--- config.mk ---
export PLATFORM = sky130hd
export DESIGN_NAME = napt_cell
export DESIGN_NICKNAME = d
export VERILOG_FILES = /design/src/design/napt_pkg.sv /design/src/design/napt_cell.sv
export SDC_FILE = /design/constraint.sdc
export NUM_CORES = 1
export LEC_CHECK = 0
export BUFFER_PORTS_ARGS = -buffer_cell sky130_fd_sc_hd__buf_2
export CAP_MARGIN = 40
export CORE_AREA = 2 2 157 159
export DETAILED_ROUTE_END_ITERATION = 7
export DIE_AREA = 0 0 159 161
export PLACE_DENSITY = 0.73
export SETUP_SLACK_MARGIN = 0.05
export SLEW_MARGIN = 20
export SYNTH_ARGS = -nofsm -noshare
export SYNTH_HDL_FRONTEND = slang
export SYNTH_SLANG_ARGS = --single-unit
--- constraint.sdc ---
create_clock -name i_clk -period 5.2 [get_ports i_clk]
set_clock_uncertainty 0.2 [all_clocks]
set_input_delay 0.52 -clock i_clk [delete_from_list [all_inputs] [get_ports i_clk]]
set_output_delay 0.52 -clock i_clk [all_outputs]
set_load 0.005 [all_outputs]
--- src/design/napt_pkg.sv ---
`timescale 1ns / 1ps

package napt_pkg;

    localparam int unsigned DefTableEntries = 16;
    localparam logic [15:0] PortBase = 16'd49152;
    localparam logic [7:0]  ProtoTcp  = 8'd6;
    localparam logic [7:0]  ProtoUdp  = 8'd17;
    localparam logic [7:0]  ProtoIcmp = 8'd1;
    localparam logic [7:0]  IcmpEchoReq = 8'd8;
    localparam logic [7:0]  IcmpEchoRep = 8'd0;

    localparam logic [1:0] ActPass = 2'd0;
    localparam logic [1:0] ActRewrite = 2'd1;
    localparam logic [1:0] ActFull = 2'd2;

    localparam logic [2:0] CfgNatEnable = 3'd0;
    localparam logic [2:0] CfgMasqIp = 3'd1;
    localparam logic [2:0] CfgNetmask = 3'd2;
    localparam logic [2:0] CfgTcpTo = 3'd3;
    localparam logic [2:0] CfgUdpTo = 3'd4;
    localparam logic [2:0] CfgIcmpTo = 3'd5;

    typedef struct packed {
        logic        operation;
        logic [7:0]  protocol;
        logic [7:0]  icmp_type;
        logic [31:0] src_ip;
        logic [31:0] dst_ip;
        logic [15:0] src_port;
        logic [15:0] dst_port;
        logic [15:0] ip_checksum;
        logic [15:0] l4_checksum;
        logic [31:0] now_ms;
    } t_in;

    typedef struct packed {
        logic [1:0]  action;
        logic [31:0] out_src_ip;
        logic [31:0] out_dst_ip;
        logic [15:0] out_src_port;
        logic [15:0] out_dst_port;
        logic [15:0] out_ip_checksum;
        logic [15:0] out_l4_checksum;
    } t_out;

    // lookup key broadcast to every cell
    typedef struct packed {
        logic        inbound;
        logic [7:0]  proto;
        logic [31:0] sip;
        logic [31:0] dip;
        logic [15:0] sport;
        logic [15:0] peer_port;
        logic [15:0] map_key;
        logic [31:0] now;
        logic [30:0] tcp_to;
        logic [30:0] udp_to;
        logic [30:0] icmp_to;
    } t_query;

    // handed from cell to cell: first hit / first free and hit payload
    typedef struct packed {
        logic        hit_seen;
        logic        free_seen;
        logic [31:0] cip;
        logic [15:0] cport;
        logic [15:0] mport;
    } t_chain;

    typedef struct packed {
        logic        touch;
        logic        alloc;
        logic [15:0] port;
    } t_cmd;

    typedef enum logic [2:0] {
        S_IDLE, S_CMP, S_SEL, S_C1, S_C2, S_C3
    } t_state;

    function automatic logic [15:0] csum16(input logic [15:0] hc, input logic [15:0] oldw,
                                           input logic [15:0] neww);
        logic [17:0] c;
        logic [16:0] f1;
        logic [16:0] f2;
        c  = {2'b00, ~hc} + {2'b00, ~oldw} + {2'b00, neww};
        f1 = {1'b0, c[15:0]} + {15'd0, c[17:16]};
        f2 = {1'b0, f1[15:0]} + {16'd0, f1[16]};
        return ~f2[15:0];
    endfunction

endpackage

--- src/design/napt_cell.sv ---
`timescale 1ns / 1ps

module napt_cell (
    input  logic            i_clk,
    input  logic            i_rst_n,
    input  logic            i_eval,
    input  napt_pkg::t_query i_q,
    input  napt_pkg::t_cmd  i_cmd,
    input  napt_pkg::t_chain i_chain,
    output napt_pkg::t_chain o_chain
);
    import napt_pkg::*;

    logic        r_valid;
    logic [7:0]  r_proto;
    logic [31:0] r_cip;
    logic [31:0] r_pip;
    logic [15:0] r_cport;
    logic [15:0] r_pport;
    logic [15:0] r_mport;
    logic [31:0] r_seen;
    logic        r_hit;
    logic        r_free;

    logic        w_mout;
    logic        w_min;
    logic [31:0] w_age;
    logic [30:0] w_ttl;
    logic        w_exp;
    logic        w_first_hit;
    logic        w_first_free;

    // local compare against the broadcast key
    always_comb begin
        w_mout = r_valid && r_proto == i_q.proto && r_cip == i_q.sip && r_pip == i_q.dip
                 && r_cport == i_q.sport && r_pport == i_q.peer_port;
        w_min  = r_valid && r_proto == i_q.proto && r_mport == i_q.map_key
                 && r_pip == i_q.sip;
        w_age  = i_q.now - r_seen;
        w_ttl  = (r_proto == ProtoTcp) ? i_q.tcp_to :
                 (r_proto == ProtoUdp) ? i_q.udp_to : i_q.icmp_to;
        w_exp  = !w_age[31] && (w_age[30:0] > w_ttl);
    end

    always_ff @(posedge i_clk) begin
        if (i_eval) begin
            r_hit  <= i_q.inbound ? w_min : w_mout;
            r_free <= !r_valid || w_exp;
        end
    end

    // priority handoff: first cell with a flag claims it
    always_comb begin
        w_first_hit  = r_hit && !i_chain.hit_seen;
        w_first_free = r_free && !i_chain.free_seen;
        o_chain.hit_seen  = i_chain.hit_seen || r_hit;
        o_chain.free_seen = i_chain.free_seen || r_free;
        o_chain.cip   = w_first_hit ? r_cip : i_chain.cip;
        o_chain.cport = w_first_hit ? r_cport : i_chain.cport;
        o_chain.mport = w_first_hit ? r_mport : i_chain.mport;
    end

    always_ff @(posedge i_clk) begin
        if (!i_rst_n) begin
            r_valid <= 1'b0;
        end else if (i_cmd.alloc && w_first_free) begin
            r_valid <= 1'b1;
        end
    end

    // entry update
    always_ff @(posedge i_clk) begin
        if (i_cmd.alloc && w_first_free) begin
            r_proto <= i_q.proto;
            r_cip   <= i_q.sip;
            r_pip   <= i_q.dip;
            r_cport <= i_q.sport;
            r_pport <= i_q.peer_port;
            r_mport <= i_cmd.port;
            r_seen  <= i_q.now;
        end else if (i_cmd.touch && w_first_hit) begin
            r_seen  <= i_q.now;
        end
    end

endmodule

# After elaboration in Yosys (flattened, before gate mapping)
# Index checks and enable logic that the tools add are counted.
# W data, S select, Z words.
# totals
ff_bits,155
inputBits,333
# classes
n_addsub,1
order_cmp,1
n_eq_ne,9
n_mux,8
reduce_logical,20
# ops
operator,n
$eq A32 B32 Y1,3
$mux W32,3
$mux W31,2
$eq A16 B16 Y1,3
$mux W16,2
$sub A32 B32 Y32,1
$gt A31 B31 Y1,1
$logic_and A1 B1 Y1,12
$eq A8 B3 Y1 const B,1
$eq A8 B5 Y1 const B,1
$eq A8 B8 Y1,1
$logic_not A1 Y1,4
$logic_or A1 B1 Y1,3
$reduce_bool A2 Y1,1
$mux W1,1

# Logic depth before layout (Yosys ltp)
# logic_depth
ltp_word,7
ltp_mapped,18
depth_no_buf,18

# Least setup slack after synthesis
# Ideal clock, no wire load.
# synth_timing
path_type,in2reg
from,in i_chain[64] (netlist name)
to,reg r_seen[0] (enable)
setup_time_ns,0.388
arrival_ns,4.204
t_required_ns,4.612
setup_slack_ns,0.408
path_stages,2
path_cell_list,and3b_1 -> a21o_1
# synth_via
elab_chain_len,4
# synth_lines
item,line_no,rtl
start: declaration,napt_cell.sv:9,"input napt_pkg::t_chain i_chain,"
$logic_not A1 Y1,napt_cell.sv:55,w_first_free = r_free && !i_chain.free_seen;
$logic_and A1 B1 Y1,napt_cell.sv:55,
$logic_and A1 B1 Y1,napt_cell.sv:73,if (i_cmd.alloc && w_first_free) begin
$reduce_bool A2 Y1 (no line),--,
end signal: assignment,napt_cell.sv:80,r_seen <= i_q.now;
end signal: assignment,napt_cell.sv:82,r_seen <= i_q.now;
end: declaration,napt_cell.sv:21,logic [31:0] r_seen;
# No other way between the ends.
# A chain may end at the register's enable or synchronous reset.

# Final worst setup path
# layout_timing
from,reg r_seen[0]
to,reg r_free (data pin)
# layout_via
elab_chain_len,4
elab_cells_between_ends,5
# layout_lines
item,line_no,rtl
$sub A32 B32 Y32 *,napt_cell.sv:39,w_age = i_q.now - r_seen;
$gt A31 B31 Y1 / $logic_not A1 Y1 (equally long branches),napt_cell.sv:42,w_exp = !w_age[31] && (w_age[30:0] > w_ttl);
$logic_and A1 B1 Y1 *,napt_cell.sv:42,
$logic_or A1 B1 Y1 *,napt_cell.sv:48,r_free <= !r_valid || w_exp;
end signal: assignment,napt_cell.sv:48,
end: declaration,napt_cell.sv:23,logic r_free;
# Every way passes the cells marked *; elsewhere a longest branch is shown, timed or not.

==> report_table.html <==
<table>
<tr><th>Metric</th><th>Value</th></tr>
<tr><th colspan="2">Status</th></tr>
<tr><td>Result of the run</td><td>completed</td></tr>
<tr><th colspan="2">Floorplan</th></tr>
<tr><td>Overall die width</td><td>around 160 um</td></tr>
<tr><td>Chip height</td><td>161 um</td></tr>
<tr><td>Count of standard-cell rows</td><td>57</td></tr>
<tr><td>Total core area</td><td>roughly 24000 sq um</td></tr>
<tr><td>Number of primary I/O pins</td><td>399</td></tr>
<tr><td>Initial core utilization</td><td>0.435</td></tr>
<tr><td>Floorplan die area</td><td>25600 sq um</td></tr>
<tr><th colspan="2">Timing</th></tr>
<tr><td>Final number of max-transition violations</td><td>0</td></tr>
<tr><td>Total Neg Setup Slack</td><td>0 ns</td></tr>
<tr><td>Worst hold slack</td><td>0.0662 ns</td></tr>
<tr><td>Min Tclk post-route</td><td>between 3 and 4 ns</td></tr>
<tr><td>Worst-Margin Slew</td><td>between 0.7 and 0.8 ns</td></tr>
<tr><td>Total of endpoints with negative setup slack in the final report</td><td>0</td></tr>
<tr><td>Maximum achievable frequency</td><td>around 250 MHz</td></tr>
<tr><td>Period utilization</td><td>0.763</td></tr>
<tr><td>Relative slew margins</td><td>0.503</td></tr>
<tr><td>RSZ-0062 raised after global routing</td><td>no</td></tr>
<tr><td>Final hold violation count</td><td>0</td></tr>
<tr><th colspan="2">Yosys</th></tr>
<tr><td>Instance count of the mapped netlist</td><td>947</td></tr>
<tr><td>Cell accounting for the most synthesized area</td><td>sky130_fd_sc_hd__edfxtp_1</td></tr>
<tr><td>Biggest area contributors in the synthesized netlist</td><td>sky130_fd_sc_hd__edfxtp_1 44%, sky130_fd_sc_hd__ha_1 7.4%, sky130_fd_sc_hd__mux2_2 6.9%</td></tr>
<tr><td>Share of the synthesized area in the top cell type</td><td>0.444</td></tr>
<tr><td>Synthesized cell area</td><td>10400 sq um</td></tr>
<tr><td>Sequential area share after synthesis</td><td>0.446</td></tr>
<tr><td>Main synth FF type</td><td>sky130_fd_sc_hd__edfxtp_1</td></tr>
<tr><td>Yosys synthesis warning count</td><td>0</td></tr>
<tr><td>Synthesis-stage register bit count</td><td>155</td></tr>
<tr><td>Mean post-synth cell area</td><td>between 10 and 15 sq um</td></tr>
<tr><td>Post-synthesis cell type count</td><td>65</td></tr>
<tr><td>Synthesized net count</td><td>1343</td></tr>
<tr><td>Post-synthesis async set-or-reset flop share</td><td>0</td></tr>
<tr><td>Number of flops mapped to enable cells by yosys</td><td>between 150 and 200</td></tr>
<tr><th colspan="2">Power and ir drop</th></tr>
<tr><td>Share of total power consumed by net switching</td><td>0.290</td></tr>
<tr><td>Power density relative to cell area</td><td>268 nW/um^2</td></tr>
<tr><td>Combinational share of power</td><td>0.217</td></tr>
<tr><td>Leakage component of the power</td><td>6.00 nW</td></tr>
<tr><td>Total chip power</td><td>about 3.6 mW</td></tr>
<tr><td>Worst IR drop on VDD</td><td>180 uV</td></tr>
<tr><td>Clk pwr share</td><td>0.367</td></tr>
<tr><td>Portion of total power attributed to sequential cells</td><td>0.416</td></tr>
<tr><td>Internal cell power</td><td>2.53 mW</td></tr>
<tr><td>Net switching component of the power</td><td>1.03 mW</td></tr>
<tr><th colspan="2">Critical path</th></tr>
<tr><td>CP max FO</td><td>3</td></tr>
<tr><td>CP arrival</td><td>4.02 ns</td></tr>
<tr><td>Startpoint class of the critical path</td><td>flip-flop</td></tr>
<tr><td>CP endpoint kind</td><td>flip-flop</td></tr>
<tr><td>Required arrival time at the worst endpoint</td><td>between 5 and 6 ns</td></tr>
<tr><td>Cells traversed along the worst timing path</td><td>ha_1, inv_1, fa_1, a21oi_1, o211ai_1, or3b_1, a21oi_1, o211ai_1, a31oi_1, xor2_1, ha_1, nand4_1, nor3_1, nand2_1, a31oi_1, nor3_1, a211oi_1</td></tr>
<tr><td>Highest cell delay on the worst timing path</td><td>0.42 ns</td></tr>
<tr><td>Category of the critical setup timing path</td><td>reg -&gt; reg</td></tr>
<tr><td>Cell with the biggest individual delay on the critical path</td><td>sky130_fd_sc_hd__or3b_1</td></tr>
<tr><th colspan="2">Clock tree</th></tr>
<tr><td>CTS tree</td><td>yes</td></tr>
<tr><td># H-tree levels</td><td>4</td></tr>
<tr><td>Clk buf depth</td><td>2</td></tr>
<tr><td>Clock sink total</td><td>~160</td></tr>
<tr><td>Number of buffers inserted for hold repair after clock tree synthesis</td><td>0</td></tr>
<tr><td>Clock-pin transition on the worst setup and hold timing paths</td><td>0.07 ns</td></tr>
<tr><td>Total clock buffers created by CTS</td><td>17</td></tr>
<tr><td>Post-CTS Setup Bufs</td><td>0</td></tr>
<tr><td>Number of instances resized during post-cts repair</td><td>0</td></tr>
<tr><td>Buffer cell driving the clock tree root</td><td>sky130_fd_sc_hd__clkbuf_16</td></tr>
<tr><td>Clock latency at the later pin of the worst-skew pair</td><td>0.43 ns</td></tr>
<tr><th colspan="2">Job</th></tr>
<tr><td>Max-cap violations</td><td>0</td></tr>
<tr><th colspan="2">Final layout</th></tr>
<tr><td>Finished Layout Cells</td><td>1682</td></tr>
<tr><td>Share of cells above drive strength 1</td><td>0.379</td></tr>
<tr><td>NumNets Final</td><td>between 1500 and 2000</td></tr>
<tr><td>Final cell utilization of the core</td><td>0.556</td></tr>
<tr><td>Area Overhead vs Synth</td><td>27.9%</td></tr>
<tr><th colspan="2">Drt</th></tr>
<tr><td>Routed wire length</td><td>between 30000 and 40000 um</td></tr>
<tr><td>Number of iterations in the first detailed-routing pass</td><td>5</td></tr>
<tr><td>Ratio of routed vias to standard cells</td><td>around 5.3</td></tr>
<tr><td>Vias</td><td>~9000</td></tr>
<tr><td>Iteration-0 DRC count of the detailed router</td><td>711</td></tr>
<tr><td>Wirelength per Cell</td><td>20.5 um</td></tr>
<tr><td>DRC violation count after routing</td><td>0</td></tr>
<tr><td>Number of nets still failing antenna checks after routing</td><td>0</td></tr>
<tr><th colspan="2">Global route</th></tr>
<tr><td>Global-route wire length before repair</td><td>50300 um</td></tr>
<tr><td>Vias in the first global route</td><td>8944</td></tr>
<tr><td>Largest net degree at the start of global routing</td><td>122</td></tr>
<tr><td>Final global-route overflow total</td><td>0</td></tr>
<tr><td>Global Route Usage Sum</td><td>0.261</td></tr>
<tr><td>Number of antenna violations at the first check in global routing</td><td>4</td></tr>
<tr><th colspan="2">Place</th></tr>
<tr><td>Placed instance count</td><td>1647</td></tr>
<tr><td>Count of input and output buffers</td><td>approximately 400</td></tr>
<tr><td>Half-perimeter wire length after detailed placement</td><td>28400 um</td></tr>
<tr><td>Final weighted congestion in routability-driven placement</td><td>about 0.90</td></tr>
<tr><th colspan="2">Worst hold path</th></tr>
<tr><td>Worst Hold Class</td><td>in -&gt; reg</td></tr>
</table>
## cells by family (layout without fill, tap and decap cells)
logic type | after synthesis | in the layout | synth area share
simple gates | 183 | 183 | 0.0937
mux | 95 | 95 | 0.0990
fa+ha+maj | 63 | 63 | 0.0764
compound gates | 202 | 202 | 0.126
buf+inv | 118 | 525 | 0.0486
other cells | 0 | 4 | 0
flops | 155 | 155 | 0.446
xor+xnor | 131 | 131 | 0.110
## stage by stage
stage	area [sq um]	setup slack [ns]
final	13300	1.23
after global routing	13300	0.901
after CTS	13300	1.22
after detailed placement	12700	0.912
after global placement	12700	1.06
after floorplan	10400	0.408
## critical path: cells and delay by family (launching register included)
kind,cells,cell delay [ns]
flops,1,0.36
xor+xnor,1,0.10
fa+ha+maj,3,0.74
buf+inv,1,0.07
compound gates,7,1.35
simple gates,5,0.96
## routing by layer
layer	share of wire	routed length [um]	GRT usage	vias to the layer above
met5	0.00046	16	0	-
met4	0.026	884	0.0793	2
met3	0.071	2440	0.0596	47
met2	0.53	18200	0.494	427
met1	0.38	13000	0.290	4202
li1	-	-	-	4314
## final timing paths
path | to | slack [ns] | start | cells after the start
worst max-delay path | r_free$_DFFE_PP_ | 1.23 | r_seen[0]$_DFFE_PP_ | 17
worst min-delay path | r_mport[2]$_DFFE_PP_ | 0.07 | i_cmd[2] | 1
worst max register to register | r_free$_DFFE_PP_ | 1.23 | r_seen[0]$_DFFE_PP_ | 17
worst min register to register | r_valid$_SDFFE_PN0P_ | 0.42 | r_valid$_SDFFE_PN0P_ | 1
## registers in the layout, summed over array words and instances (netlist names), 8 cells and up
name,count
r_pip,32
r_seen,32
r_mport,16
r_pport,16
r_cport,16
r_proto,8
r_cip,32
## cell type report
type / instances / area, sq um
Antenna cell: 4 / 10.0
Fill cell: 2160 / 10600
Sequential cell: 155 / 4640
Clock inverter: 14 / 173
Clock buffer: 17 / 425
Timing Repair Buffer: 404 / 2050
Multi-Input combinational cell: 674 / 5280
Tap cell: 324 / 405
Inverter: 90 / 338
## cells in the final DEF, fill, tap and decap left out, types with 17 or more instances in the layout
cell / synthesis / final
sky130_fd_sc_hd__nor4_1: 19 / 19
sky130_fd_sc_hd__xor2_1: 64 / 64
sky130_fd_sc_hd__mux2_2: 64 / 64
sky130_fd_sc_hd__nor2_1: 23 / 23
sky130_fd_sc_hd__nand2_1: 47 / 47
sky130_fd_sc_hd__a21oi_1: 47 / 47
sky130_fd_sc_hd__buf_2: 0 / 398
sky130_fd_sc_hd__inv_1: 90 / 90
sky130_fd_sc_hd__o21ai_0: 53 / 53
sky130_fd_sc_hd__nand4_1: 34 / 34
sky130_fd_sc_hd__ha_1: 62 / 62
sky130_fd_sc_hd__mux2i_1: 31 / 31
sky130_fd_sc_hd__edfxtp_1: 154 / 154
sky130_fd_sc_hd__xnor2_1: 67 / 67
sky130_fd_sc_hd__clkbuf_16: 0 / 17
sky130_fd_sc_hd__o22ai_1: 18 / 18
## power groups by stage
stage	registers (mW)	clock network, mW	logic [mW]
2_1_floorplan	1.50	0	0.452
3_5_place_dp	1.51	0	0.771
4_1_cts	1.48	1.34	0.778
6_report	1.48	1.31	0.775
3_3_place_gp	1.51	0	0.764
5_1_grt	1.49	1.38	0.853
## cell usage after synthesis (all sizes together), types with 3 or more instances
cell / number
a2111oi: 5
a211oi: 5
a21o: 18
a21oi: 47
a221oi: 7
a22oi: 4
a31oi: 6
and4: 5
buf: 12
clkbuf: 16
edfxtp: 154
ha: 62
inv: 90
mux2: 64
mux2i: 31
nand2: 47
nand2b: 7
nand3: 12
nand4: 34
nor2: 23
nor2b: 12
nor3: 10
nor4: 19
o211ai: 4
o21ai: 55
o21bai: 8
o22ai: 18
o2bb2ai: 7
or2: 3
xnor2: 67
xor2: 64
Power figures use the tool's default switching activity.
